### config.mk
export PLATFORM = sky130hd
export DESIGN_NAME = display_frame_deframer_core
export DESIGN_NICKNAME = d
export VERILOG_FILES = /design/src/hw/rtl/dfd_pkg.sv /design/src/hw/rtl/dfd_front.sv /design/src/hw/rtl/dfd_queue.sv /design/src/hw/rtl/dfd_back.sv /design/src/hw/rtl/display_frame_deframer_core.sv
export SDC_FILE = /design/constraint.sdc
export NUM_CORES = 1
export LEC_CHECK = 0
export BUFFER_PORTS_ARGS = -buffer_cell sky130_fd_sc_hd__buf_2
export CORE_AREA = 2 2 175 134
export CTS_CLUSTER_DIAMETER = 60
export DETAILED_ROUTE_END_ITERATION = 10
export DIE_AREA = 0 0 177 136
export MAX_ROUTING_LAYER = met4
export PLACE_DENSITY = 0.79
export SYNTH_ARGS = -nofsm -noshare
export SYNTH_HDL_FRONTEND = slang
export SYNTH_SLANG_ARGS = --single-unit
### constraint.sdc
create_clock -name i_clk -period 3.9 [get_ports i_clk]
set_input_delay 0.39 -clock i_clk [delete_from_list [all_inputs] [get_ports i_clk]]
set_output_delay 0.39 -clock i_clk [all_outputs]
set_load 0.01 [all_outputs]
### src/hw/rtl/dfd_pkg.sv
package dfd_pkg;

    // Fixed field widths of the stream
    localparam int unsigned LEN_W      = 22;
    localparam int unsigned BYTE_W     = 8;
    localparam int unsigned CNT_W      = 16;
    localparam int unsigned HDR_BYTES  = 16;
    localparam int unsigned HDR_IDX_W  = 4;

    // Header byte positions
    localparam logic [HDR_IDX_W-1:0] POS_TYPE  = 4'd2;
    localparam logic [HDR_IDX_W-1:0] POS_LEN0  = 4'd12;
    localparam logic [HDR_IDX_W-1:0] POS_LEN1  = 4'd13;
    localparam logic [HDR_IDX_W-1:0] POS_LEN2  = 4'd14;
    localparam logic [HDR_IDX_W-1:0] POS_LAST  = 4'd15;

    // Register reset values
    localparam logic [BYTE_W-1:0] FRAME_TYPE_RST = 8'd3;
    localparam logic [LEN_W-1:0]  MAX_LEN_RST    = 22'd307200;
    localparam logic [CNT_W-1:0]  CNT_MAX        = 16'hFFFF;

    // Configuration register indexes
    localparam int unsigned CFG_IDX_W = 2;
    localparam logic [CFG_IDX_W-1:0] CFG_FRAME_TYPE = 2'd0;
    localparam logic [CFG_IDX_W-1:0] CFG_MAX_LEN    = 2'd1;

    // Port packing widths
    localparam int unsigned OUT_TDATA_W = 72;
    localparam int unsigned OUT_TUSER_W = 3;

    typedef enum logic [1:0] {
        ERR_NONE = 2'd0,
        ERR_TYPE = 2'd1,
        ERR_LEN  = 2'd2
    } t_hdr_err;

    typedef enum logic [1:0] {
        ST_HEADER  = 2'b01,
        ST_PAYLOAD = 2'b10
    } t_fe_state;

    // One classified item between front and back
    typedef struct packed {
        logic              store_en;
        logic [LEN_W-1:0]  store_addr;
        logic [BYTE_W-1:0] store_byte;
        logic              frame_done;
        logic [LEN_W-1:0]  frame_len;
        t_hdr_err          header_error;
    } t_dfd_entry;

    // Queue status seen by both sides
    typedef struct packed {
        logic full;
        logic empty;
    } t_q_status;

endpackage

### src/hw/rtl/dfd_front.sv
module dfd_front (
    input  logic                          i_clk,
    input  logic                          i_rst_n,
    input  logic                          i_in_valid,
    input  logic [dfd_pkg::BYTE_W-1:0]    i_in_byte,
    output logic                          o_in_ready,
    input  logic                          i_cfg_valid,
    input  logic [dfd_pkg::CFG_IDX_W-1:0] i_cfg_index,
    input  logic [31:0]                   i_cfg_data,
    input  dfd_pkg::t_q_status            i_q_status,
    output logic                          o_push,
    output dfd_pkg::t_dfd_entry           o_entry
);
    import dfd_pkg::*;

    t_fe_state             r_state, n_state;
    logic [HDR_IDX_W-1:0]  r_idx, n_idx;
    logic [LEN_W-1:0]      r_addr, n_addr;
    logic [LEN_W-1:0]      r_len, n_len;
    logic [BYTE_W-1:0]     r_type, n_type;
    logic [BYTE_W-1:0]     r_cfg_type;
    logic [LEN_W-1:0]      r_cfg_max;
    logic [LEN_W-1:0]      addr_inc;
    logic                  accept;

    assign o_in_ready = !i_q_status.full;
    assign accept     = i_in_valid && o_in_ready;
    assign o_push     = accept;
    assign addr_inc   = r_addr + 1'b1;

    // Hold configuration registers
    always_ff @(posedge i_clk) begin
        if (!i_rst_n) begin
            r_cfg_type <= FRAME_TYPE_RST;
            r_cfg_max  <= MAX_LEN_RST;
        end else if (i_cfg_valid) begin
            case (i_cfg_index)
                CFG_FRAME_TYPE: r_cfg_type <= i_cfg_data[BYTE_W-1:0];
                CFG_MAX_LEN:    r_cfg_max  <= i_cfg_data[LEN_W-1:0];
                default:        ;
            endcase
        end
    end

    // Classify the item and advance the parser
    always_comb begin
        n_state = r_state;
        n_idx   = r_idx;
        n_addr  = r_addr;
        n_len   = r_len;
        n_type  = r_type;
        o_entry = '0;
        o_entry.header_error = ERR_NONE;
        case (r_state)
            ST_HEADER: begin
                n_idx = r_idx + 1'b1;
                case (r_idx)
                    POS_TYPE: n_type = i_in_byte;
                    POS_LEN0: n_len  = {{(LEN_W-BYTE_W){1'b0}}, i_in_byte};
                    POS_LEN1: n_len  = r_len | {{(LEN_W-2*BYTE_W){1'b0}}, i_in_byte,
                                                {BYTE_W{1'b0}}};
                    POS_LEN2: n_len  = r_len | {i_in_byte[LEN_W-2*BYTE_W-1:0],
                                                {(2*BYTE_W){1'b0}}};
                    POS_LAST: begin
                        // check the finished header
                        if (r_type != r_cfg_type) begin
                            o_entry.header_error = ERR_TYPE;
                        end else if (r_len == '0 || r_len > r_cfg_max) begin
                            o_entry.header_error = ERR_LEN;
                        end else begin
                            n_state = ST_PAYLOAD;
                            n_addr  = '0;
                        end
                    end
                    default: ;
                endcase
            end
            ST_PAYLOAD: begin
                o_entry.store_en   = 1'b1;
                o_entry.store_addr = r_addr;
                o_entry.store_byte = i_in_byte;
                n_addr             = addr_inc;
                if (addr_inc >= r_len || addr_inc == '0) begin
                    o_entry.frame_done = 1'b1;
                    o_entry.frame_len  = r_len;
                    n_state            = ST_HEADER;
                    n_addr             = '0;
                    n_idx              = '0;
                end
            end
            default: begin
                n_state = ST_HEADER;
                n_idx   = '0;
                n_addr  = '0;
            end
        endcase
    end

    // Advance state on an accepted item
    always_ff @(posedge i_clk) begin
        if (!i_rst_n) begin
            r_state <= ST_HEADER;
            r_idx   <= '0;
            r_addr  <= '0;
            r_len   <= '0;
            r_type  <= '0;
        end else if (accept) begin
            r_state <= n_state;
            r_idx   <= n_idx;
            r_addr  <= n_addr;
            r_len   <= n_len;
            r_type  <= n_type;
        end
    end

`ifndef SYNTHESIS
    a_addr_in_frame: assert property (@(posedge i_clk) disable iff (!i_rst_n)
        (r_state == ST_PAYLOAD) |-> (r_addr < r_len))
        else $error("payload offset reached frame length");
    a_hdr_idx_clear: assert property (@(posedge i_clk) disable iff (!i_rst_n)
        (accept && r_state == ST_PAYLOAD && o_entry.frame_done) |=> (r_idx == '0))
        else $error("header index not cleared after frame");
`endif

endmodule

### src/hw/rtl/dfd_queue.sv
module dfd_queue #(
    parameter int unsigned DEPTH = 2
) (
    input  logic                i_clk,
    input  logic                i_rst_n,
    input  logic                i_push,
    input  dfd_pkg::t_dfd_entry i_wr_data,
    input  logic                i_pop,
    output dfd_pkg::t_dfd_entry o_rd_data,
    output dfd_pkg::t_q_status  o_status
);
    import dfd_pkg::*;

    localparam int unsigned PTR_W = (DEPTH > 1) ? $clog2(DEPTH) : 1;
    localparam int unsigned CNT_QW = $clog2(DEPTH + 1);
    localparam logic [PTR_W-1:0]  PTR_LAST = PTR_W'(DEPTH - 1);
    localparam logic [CNT_QW-1:0] CNT_FULL = CNT_QW'(DEPTH);

    t_dfd_entry        r_mem [DEPTH];
    logic [PTR_W-1:0]  r_wr, r_rd;
    logic [CNT_QW-1:0] r_cnt;
    logic              do_push, do_pop;

    assign o_status.full  = (r_cnt == CNT_FULL);
    assign o_status.empty = (r_cnt == '0);
    assign do_push   = i_push && !o_status.full;
    assign do_pop    = i_pop && !o_status.empty;
    assign o_rd_data = r_mem[r_rd];

    // Store pushed items
    always_ff @(posedge i_clk) begin
        if (do_push) begin
            r_mem[r_wr] <= i_wr_data;
        end
    end

    // Advance pointers and fill count
    always_ff @(posedge i_clk) begin
        if (!i_rst_n) begin
            r_wr  <= '0;
            r_rd  <= '0;
            r_cnt <= '0;
        end else begin
            if (do_push) begin
                r_wr <= (r_wr == PTR_LAST) ? '0 : r_wr + 1'b1;
            end
            if (do_pop) begin
                r_rd <= (r_rd == PTR_LAST) ? '0 : r_rd + 1'b1;
            end
            if (do_push && !do_pop) begin
                r_cnt <= r_cnt + 1'b1;
            end else if (do_pop && !do_push) begin
                r_cnt <= r_cnt - 1'b1;
            end
        end
    end

`ifndef SYNTHESIS
    a_no_overfill: assert property (@(posedge i_clk) disable iff (!i_rst_n)
        r_cnt <= CNT_FULL)
        else $error("queue count beyond depth");
    a_push_not_full: assert property (@(posedge i_clk) disable iff (!i_rst_n)
        i_push |-> !o_status.full)
        else $error("item pushed into full queue");
`endif

endmodule

### src/hw/rtl/dfd_back.sv
module dfd_back (
    input  logic                                 i_clk,
    input  logic                                 i_rst_n,
    input  dfd_pkg::t_q_status                   i_q_status,
    input  dfd_pkg::t_dfd_entry                  i_entry,
    output logic                                 o_pop,
    output logic                                 o_out_valid,
    input  logic                                 i_out_ready,
    output dfd_pkg::t_dfd_entry                  o_out_entry,
    output logic [dfd_pkg::CNT_W-1:0]            o_out_count
);
    import dfd_pkg::*;

    logic              r_valid;
    t_dfd_entry        r_entry;
    logic [CNT_W-1:0]  r_err_cnt, n_err_cnt;
    logic [CNT_W-1:0]  r_out_cnt;

    // Pop when the output register is free or draining
    assign o_pop       = !i_q_status.empty && (!r_valid || i_out_ready);
    assign o_out_valid = r_valid;
    assign o_out_entry = r_entry;
    assign o_out_count = r_out_cnt;

    // Bump the saturating reject counter
    always_comb begin
        n_err_cnt = r_err_cnt;
        if (i_entry.header_error != ERR_NONE && r_err_cnt != CNT_MAX) begin
            n_err_cnt = r_err_cnt + 1'b1;
        end
    end

    // Load the output register
    always_ff @(posedge i_clk) begin
        if (!i_rst_n) begin
            r_valid   <= 1'b0;
            r_err_cnt <= '0;
        end else begin
            if (o_pop) begin
                r_valid   <= 1'b1;
                r_err_cnt <= n_err_cnt;
            end else if (i_out_ready) begin
                r_valid <= 1'b0;
            end
        end
    end

    always_ff @(posedge i_clk) begin
        if (o_pop) begin
            r_entry   <= i_entry;
            r_out_cnt <= n_err_cnt;
        end
    end

`ifndef SYNTHESIS
    a_cnt_monotonic: assert property (@(posedge i_clk) disable iff (!i_rst_n)
        $past(i_rst_n) |-> (r_err_cnt >= $past(r_err_cnt)))
        else $error("reject counter went down");
`endif

endmodule

### src/hw/rtl/display_frame_deframer_core.sv
// Display frame deframer. Takes one byte of a bulk stream per item, gathers a
// 16-byte little-endian header (type in byte 2, 22-bit length in bytes 12 to
// 14), checks type and length against the configured registers, then emits
// each payload byte with its offset for a frame store; the last payload byte
// carries tlast (frame done) and the length. Every input byte gives exactly
// one output item: header bytes come out with store_en low, and the last
// header byte reports the check result. The block sustains one item per clock
// while the output is not stalled. The parser is combinational and writes an
// accepted item into the queue at the accepting edge; the item then moves into
// the output register once that register is free or draining. The queue of
// QUEUE_DEPTH entries lets input keep flowing while the output stalls; s_axis
// tready falls only when it is full. Configuration writes are always ready and
// should be made while no frame is in progress; a frame already accepted runs
// to its stored length.
module display_frame_deframer_core #(
    parameter int unsigned QUEUE_DEPTH = 2
) (
    input  logic                            i_clk,
    input  logic                            i_rst_n,
    input  logic                            s_axis_tvalid,
    output logic                            s_axis_tready,
    input  logic [7:0]                      s_axis_tdata,  // [7:0] data_byte
    input  logic                            s_axis_tlast,  // chunk_last
    output logic                            m_axis_tvalid,
    input  logic                            m_axis_tready,
    // [21:0] store_addr, [29:22] store_byte, [51:30] frame_len,
    // [67:52] error_count, [71:68] zero
    output logic [dfd_pkg::OUT_TDATA_W-1:0] m_axis_tdata,
    // [0] store_en, [2:1] header_error
    output logic [dfd_pkg::OUT_TUSER_W-1:0] m_axis_tuser,
    output logic                            m_axis_tlast,  // frame_done
    input  logic                            i_cfg_valid,
    output logic                            o_cfg_ready,
    input  logic [dfd_pkg::CFG_IDX_W-1:0]   i_cfg_index,
    input  logic [31:0]                     i_cfg_data
);
    import dfd_pkg::*;

    t_q_status        q_status;
    t_dfd_entry       push_entry, head_entry, out_entry;
    logic             push, pop;
    logic [CNT_W-1:0] out_count;
    logic             chunk_last_unused;

    // Chunk boundaries carry no meaning for parsing
    assign chunk_last_unused = s_axis_tlast;
    assign o_cfg_ready       = 1'b1;

    dfd_front u_front (
        .i_clk       (i_clk),
        .i_rst_n     (i_rst_n),
        .i_in_valid  (s_axis_tvalid),
        .i_in_byte   (s_axis_tdata),
        .o_in_ready  (s_axis_tready),
        .i_cfg_valid (i_cfg_valid),
        .i_cfg_index (i_cfg_index),
        .i_cfg_data  (i_cfg_data),
        .i_q_status  (q_status),
        .o_push      (push),
        .o_entry     (push_entry)
    );

    dfd_queue #(
        .DEPTH (QUEUE_DEPTH)
    ) u_queue (
        .i_clk     (i_clk),
        .i_rst_n   (i_rst_n),
        .i_push    (push),
        .i_wr_data (push_entry),
        .i_pop     (pop),
        .o_rd_data (head_entry),
        .o_status  (q_status)
    );

    dfd_back u_back (
        .i_clk       (i_clk),
        .i_rst_n     (i_rst_n),
        .i_q_status  (q_status),
        .i_entry     (head_entry),
        .o_pop       (pop),
        .o_out_valid (m_axis_tvalid),
        .i_out_ready (m_axis_tready),
        .o_out_entry (out_entry),
        .o_out_count (out_count)
    );

    // Pack the output item
    assign m_axis_tdata = {{(OUT_TDATA_W - 2*LEN_W - BYTE_W - CNT_W){chunk_last_unused & 1'b0}},
                           out_count, out_entry.frame_len,
                           out_entry.store_byte, out_entry.store_addr};
    assign m_axis_tuser = {out_entry.header_error, out_entry.store_en};
    assign m_axis_tlast = out_entry.frame_done;

endmodule

==> results.txt <==
----------------------------------------------------
[Outcome]
  Run status ... complete, no violations

[Global route]
  Number of antenna violations at the first check in global routing ... 2
  Number of global-route vias before repair ... around 8300
  First-pass GRT wire length ... approximately 44 mm
  GRT Total Usage ... 0.243
  Pin count of the biggest net entering global routing ... 78
  Total congestion overflow after global routing ... 0

[Placed design]
  Instance count after placement with tap cells included ... approximately 1500
  Weighted congestion reported at the end of routability-driven placement ... 0.948
  Port bufs ... 110
  Detailed placer's ending HPWL ... between 15 and 20 mm

[Setup path]
  Most frequent CP cell ... sky130_fd_sc_hd__nor4_1
  Capturing point of the worst reg2reg path ... u_front.r_state[0]
  Required time of the critical path ... 4.33 ns
  Slack of the worst reg-to-reg path ... approximately 0.25 ns
  Category of the worst setup path launch point ... flip-flop
  Largest fanout of any net on the critical path ... 13
  Worst path max stage delay ... approximately 0.50 ns
  Cell at the slowest stage of the critical path ... sky130_fd_sc_hd__nor4_1
  Launch instance of the worst register-to-register path ... u_front.r_addr[5]
  Combined buffer and inverter count along the critical path ... 1
  Worst path cell trace ... nand4_4 > nor4_1 > nand3_1 > xnor2_2 > ha_1 > nand4_1 > nor4_1 > a21oi_1 > nand2_1 > a2111o_1 > a31oi_4 > buf_4 > nor2_1 > a221o_1
  Largest delay contributor family on the critical path ... simple AND/OR/NAND/NOR gates
  Crit Path Category ... flip-flop to flip-flop
  Nature of the critical path endpoint ... flip-flop
  Worst Path Arrival ... roughly 4.1 ns
  Worst R2R Path Depth ... 14

[Yosys]
  Biggest area consumer among synthesized cells ... sky130_fd_sc_hd__edfxtp_1
  Most frequently used cell type in the post-synthesis netlist ... sky130_fd_sc_hd__edfxtp_1
  Unique cell type count in the Yosys netlist ... between 60 and 70
  Syn Inst Count ... 1095
  Synth top area cells ... sky130_fd_sc_hd__edfxtp_1, sky130_fd_sc_hd__dfxtp_1, sky130_fd_sc_hd__mux2_2
  EDFF count, synth ... 184
  Synth top area share ... 0.426
  Most used DFF post-synth ... sky130_fd_sc_hd__edfxtp_1
  Most instantiated cells after synthesis ... sky130_fd_sc_hd__edfxtp_1, sky130_fd_sc_hd__dfxtp_1, sky130_fd_sc_hd__nand2_1, sky130_fd_sc_hd__nor2_1, sky130_fd_sc_hd__a21oi_1
  Synthesis-stage register bit count ... roughly 290
  Yosys Warn Count ... 0
  Avg Inst Size Synth ... between 10 and 15 um^2
  Proportion of register bits with asynchronous set or reset after synthesis ... 0
  Share of synthesized area occupied by flip-flops and latches ... 0.595
  Synthesized cell area ... about 0.013 mm^2

[STA]
  Final-report hold violation count ... 0
  Slew @ Worst Pin ... between 1 and 1.5 ns
  Setup repair after global routing missed its margin ... false
  Fin Clk Skew ... about 0.01 ns
  Post-layout min period ... about 3.6 ns
  Peak clock frequency supported by timing ... ~270 MHz
  Total count of max-transition violations in the final report ... 0
  Max-slew headroom at the worst pin ... 0.313
  Final Setup Violations ... 0
  Hold slack ... 0.0767 ns
  Share of the clock period used by the worst path ... 0.936

[Finish]
  FF+latch area ... just under 0.008 mm^2
  Total number of nets in the final design ... 1314
  Fill cell total of the finished layout ... 1670
  Total area of multi-input combinational cells ... 0.00482 mm^2
  Final instance count without filler cells ... about 1500
  Proportion of layout cells with a drive suffix above 1 ... 0.216
  Synth-to-layout area growth ... 14.8%

[Detailed routing]
  DRC violation count after routing ... 0
  Number of nets with antenna violations after routing ... 0
  Router iterations before antenna repair ... 6
  Detailed-route wire length ... 28.2 mm
  Number of vias in the routed layout ... between 8000 and 9000
  Number of DRC violations after detailed-routing iteration 0 ... approximately 860
  Routed len/inst ... roughly 18 um
  Detailed-route vias per instance ... about 5.7

[Die]
  Starting Density ... 0.576
  Top-Level Pins ... 127
  Die Y ... 136 um
  Floorplan die width ... around 180 um
  Standard cell core area ... 0.0225 mm^2
  Number of placement rows ... 48
  Area of the die ... around 0.024 mm^2

[CTS]
  Clock Sink Count ... around 290
  Number of buffers created by CTS ... 29
  Cell chosen for the clock root ... sky130_fd_sc_hd__clkbuf_16
  Clock buffer depth ... 3
  Reg clk slew, reported paths ... around 0.06 ns
  Clock latency reported for the late side of the worst-skew pair ... ~0.54 ns
  Total number of H-tree levels ... 1
  TritonCTS clock tree ... yes

[Hold path]
  Classification of the worst-slack hold path ... input port to flip-flop
  Hold depth ... 3
  Hold path startpoint ... i_cfg_data[12]
  End point of the most critical hold path ... u_front.r_cfg_max[12]

[Power]
  Worst IR drop on VDD ... 0.355 mV
  Total power per unit cell area ... about 570 mW/mm^2
  Total leakage power ... ~6 nW
  Total power consumption of the routed design ... ~8.5 mW

[Run]
  Count of maximum capacitance violations ... 0

----------------------------------------------------
==> cell usage in the layout, fill, tap and decap left out, types with 29 or more instances in the layout <==
master                      count
sky130_fd_sc_hd__ha_1          52
sky130_fd_sc_hd__mux2_2        58
sky130_fd_sc_hd__buf_4         29
sky130_fd_sc_hd__xnor2_1       36
sky130_fd_sc_hd__and2_1        55
sky130_fd_sc_hd__buf_2        110
sky130_fd_sc_hd__nor2_1        71
sky130_fd_sc_hd__nand2_1       96
sky130_fd_sc_hd__edfxtp_1     184
sky130_fd_sc_hd__clkbuf_16     31
sky130_fd_sc_hd__a21oi_1       69
sky130_fd_sc_hd__inv_1         54
sky130_fd_sc_hd__dfxtp_1      109
==> metal layers <==
layer / vias to the layer above / track usage / share of wire
met5: - / - / 0
met4: 0 / 0.0620 / 0.024
li1: 4148 / - / -
met3: 52 / 0.0520 / 0.083
met1: 4183 / 0.343 / 0.45
met2: 351 / 0.358 / 0.44
==> stage by stage <==
step	setup TNS, ns	utilization	instance area (um^2)	setup WS [ns]
3_3_place_gp	0	0.618	13900	0.104
2_1_floorplan	0	-	13000	0.266
3_5_place_dp	-0.0465	0.618	13900	-0.0259
5_1_grt	0	0.662	14900	0.00795
6_report	0	0.662	14900	0.250
4_1_cts	0	0.660	14900	0.111
==> timing repair <==
item	in CTS	in global routing
gates resized for setup	0	3
pin swaps	0	1
hold buffers	0	0
setup buffers	1	0
setup endpoints to repair	15	68
==> report_power, final <==
group / internal (mW) / switching [mW] / leakage [nW]
clock: 1.59 / 1.13 / 0.464
combinational: 0.577 / 0.918 / 2.72
sequential: 4.07 / 0.180 / 2.67
==> registers in the layout, indices dropped and copies added, names as in the netlist, named ones only <==
signal	cells
u_front.r_cfg_max	22
u_back.o_out_valid	1
u_queue.r_wr	1
u_front.r_len	22
u_queue.r_cnt	2
u_queue.r_rd	1
u_back.r_err_cnt	16
u_queue.r_mem	112
u_back.o_out_count	16
u_front.r_addr	22
u_front.r_type	8
u_back.o_out_entry	56
u_front.r_idx	4
u_front.r_state	2
u_front.r_cfg_type	8
==> kinds of logic (layout without fill, tap and decap cells) <==
logic type	count (synthesis)	after routing	synth area share
flip-flops	294	294	0.595
buffers and inverters	113	252	0.0364
other	2	7	0.000579
AO/OA/AOI/OAI	146	146	0.0682
AND/OR/NAND/NOR	354	354	0.145
multiplexers	75	75	0.0634
adder cells (fa/ha/maj)	52	52	0.0501
XOR/XNOR	59	59	0.0410
==> worst max-delay path by stage <==
stage / start / end / slack, ns / cells past startpoint
global route: u_front.r_addr[0] / u_front.r_state[0] / 0.008 / 14
floorplan: u_queue.r_cnt[0] / u_queue.r_mem[0][0] / 0.27 / 3
detailed placement: u_front.r_addr[5] / u_front.r_addr[0] / -0.03 / 13
global placement: u_front.r_addr[5] / u_front.r_addr[0] / 0.10 / 13
CTS: u_front.r_addr[5] / u_front.r_state[0] / 0.11 / 14
finish: u_front.r_addr[5] / u_front.r_state[0] / 0.25 / 14
==> cell type report <==
type	instances	area share
clock inverter	12	0.00605
sequential	294	0.519
multi-input combinational	691	0.324
timing repair buffer	141	0.0542
tap	300	0.0252
clock buffer	42	0.0575
inverter	57	0.0144
antenna	2	0.000336
==> worst reg2reg max path, stage by stage, from the launching register on <==
cell and delay, ns:
sky130_fd_sc_hd__dfxtp_1 0.48, sky130_fd_sc_hd__nand4_4 0.31, sky130_fd_sc_hd__nor4_1 0.50, sky130_fd_sc_hd__nand3_1 0.19
sky130_fd_sc_hd__xnor2_2 0.17, sky130_fd_sc_hd__ha_1 0.29, sky130_fd_sc_hd__nand4_1 0.12, sky130_fd_sc_hd__nor4_1 0.07
sky130_fd_sc_hd__a21oi_1 0.14, sky130_fd_sc_hd__nand2_1 0.08, sky130_fd_sc_hd__a2111o_1 0.39, sky130_fd_sc_hd__a31oi_4 0.16
sky130_fd_sc_hd__buf_4 0.22, sky130_fd_sc_hd__nor2_1 0.10, sky130_fd_sc_hd__a221o_1 0.31
No activity file was read; power rests on OpenSTA's default activity.
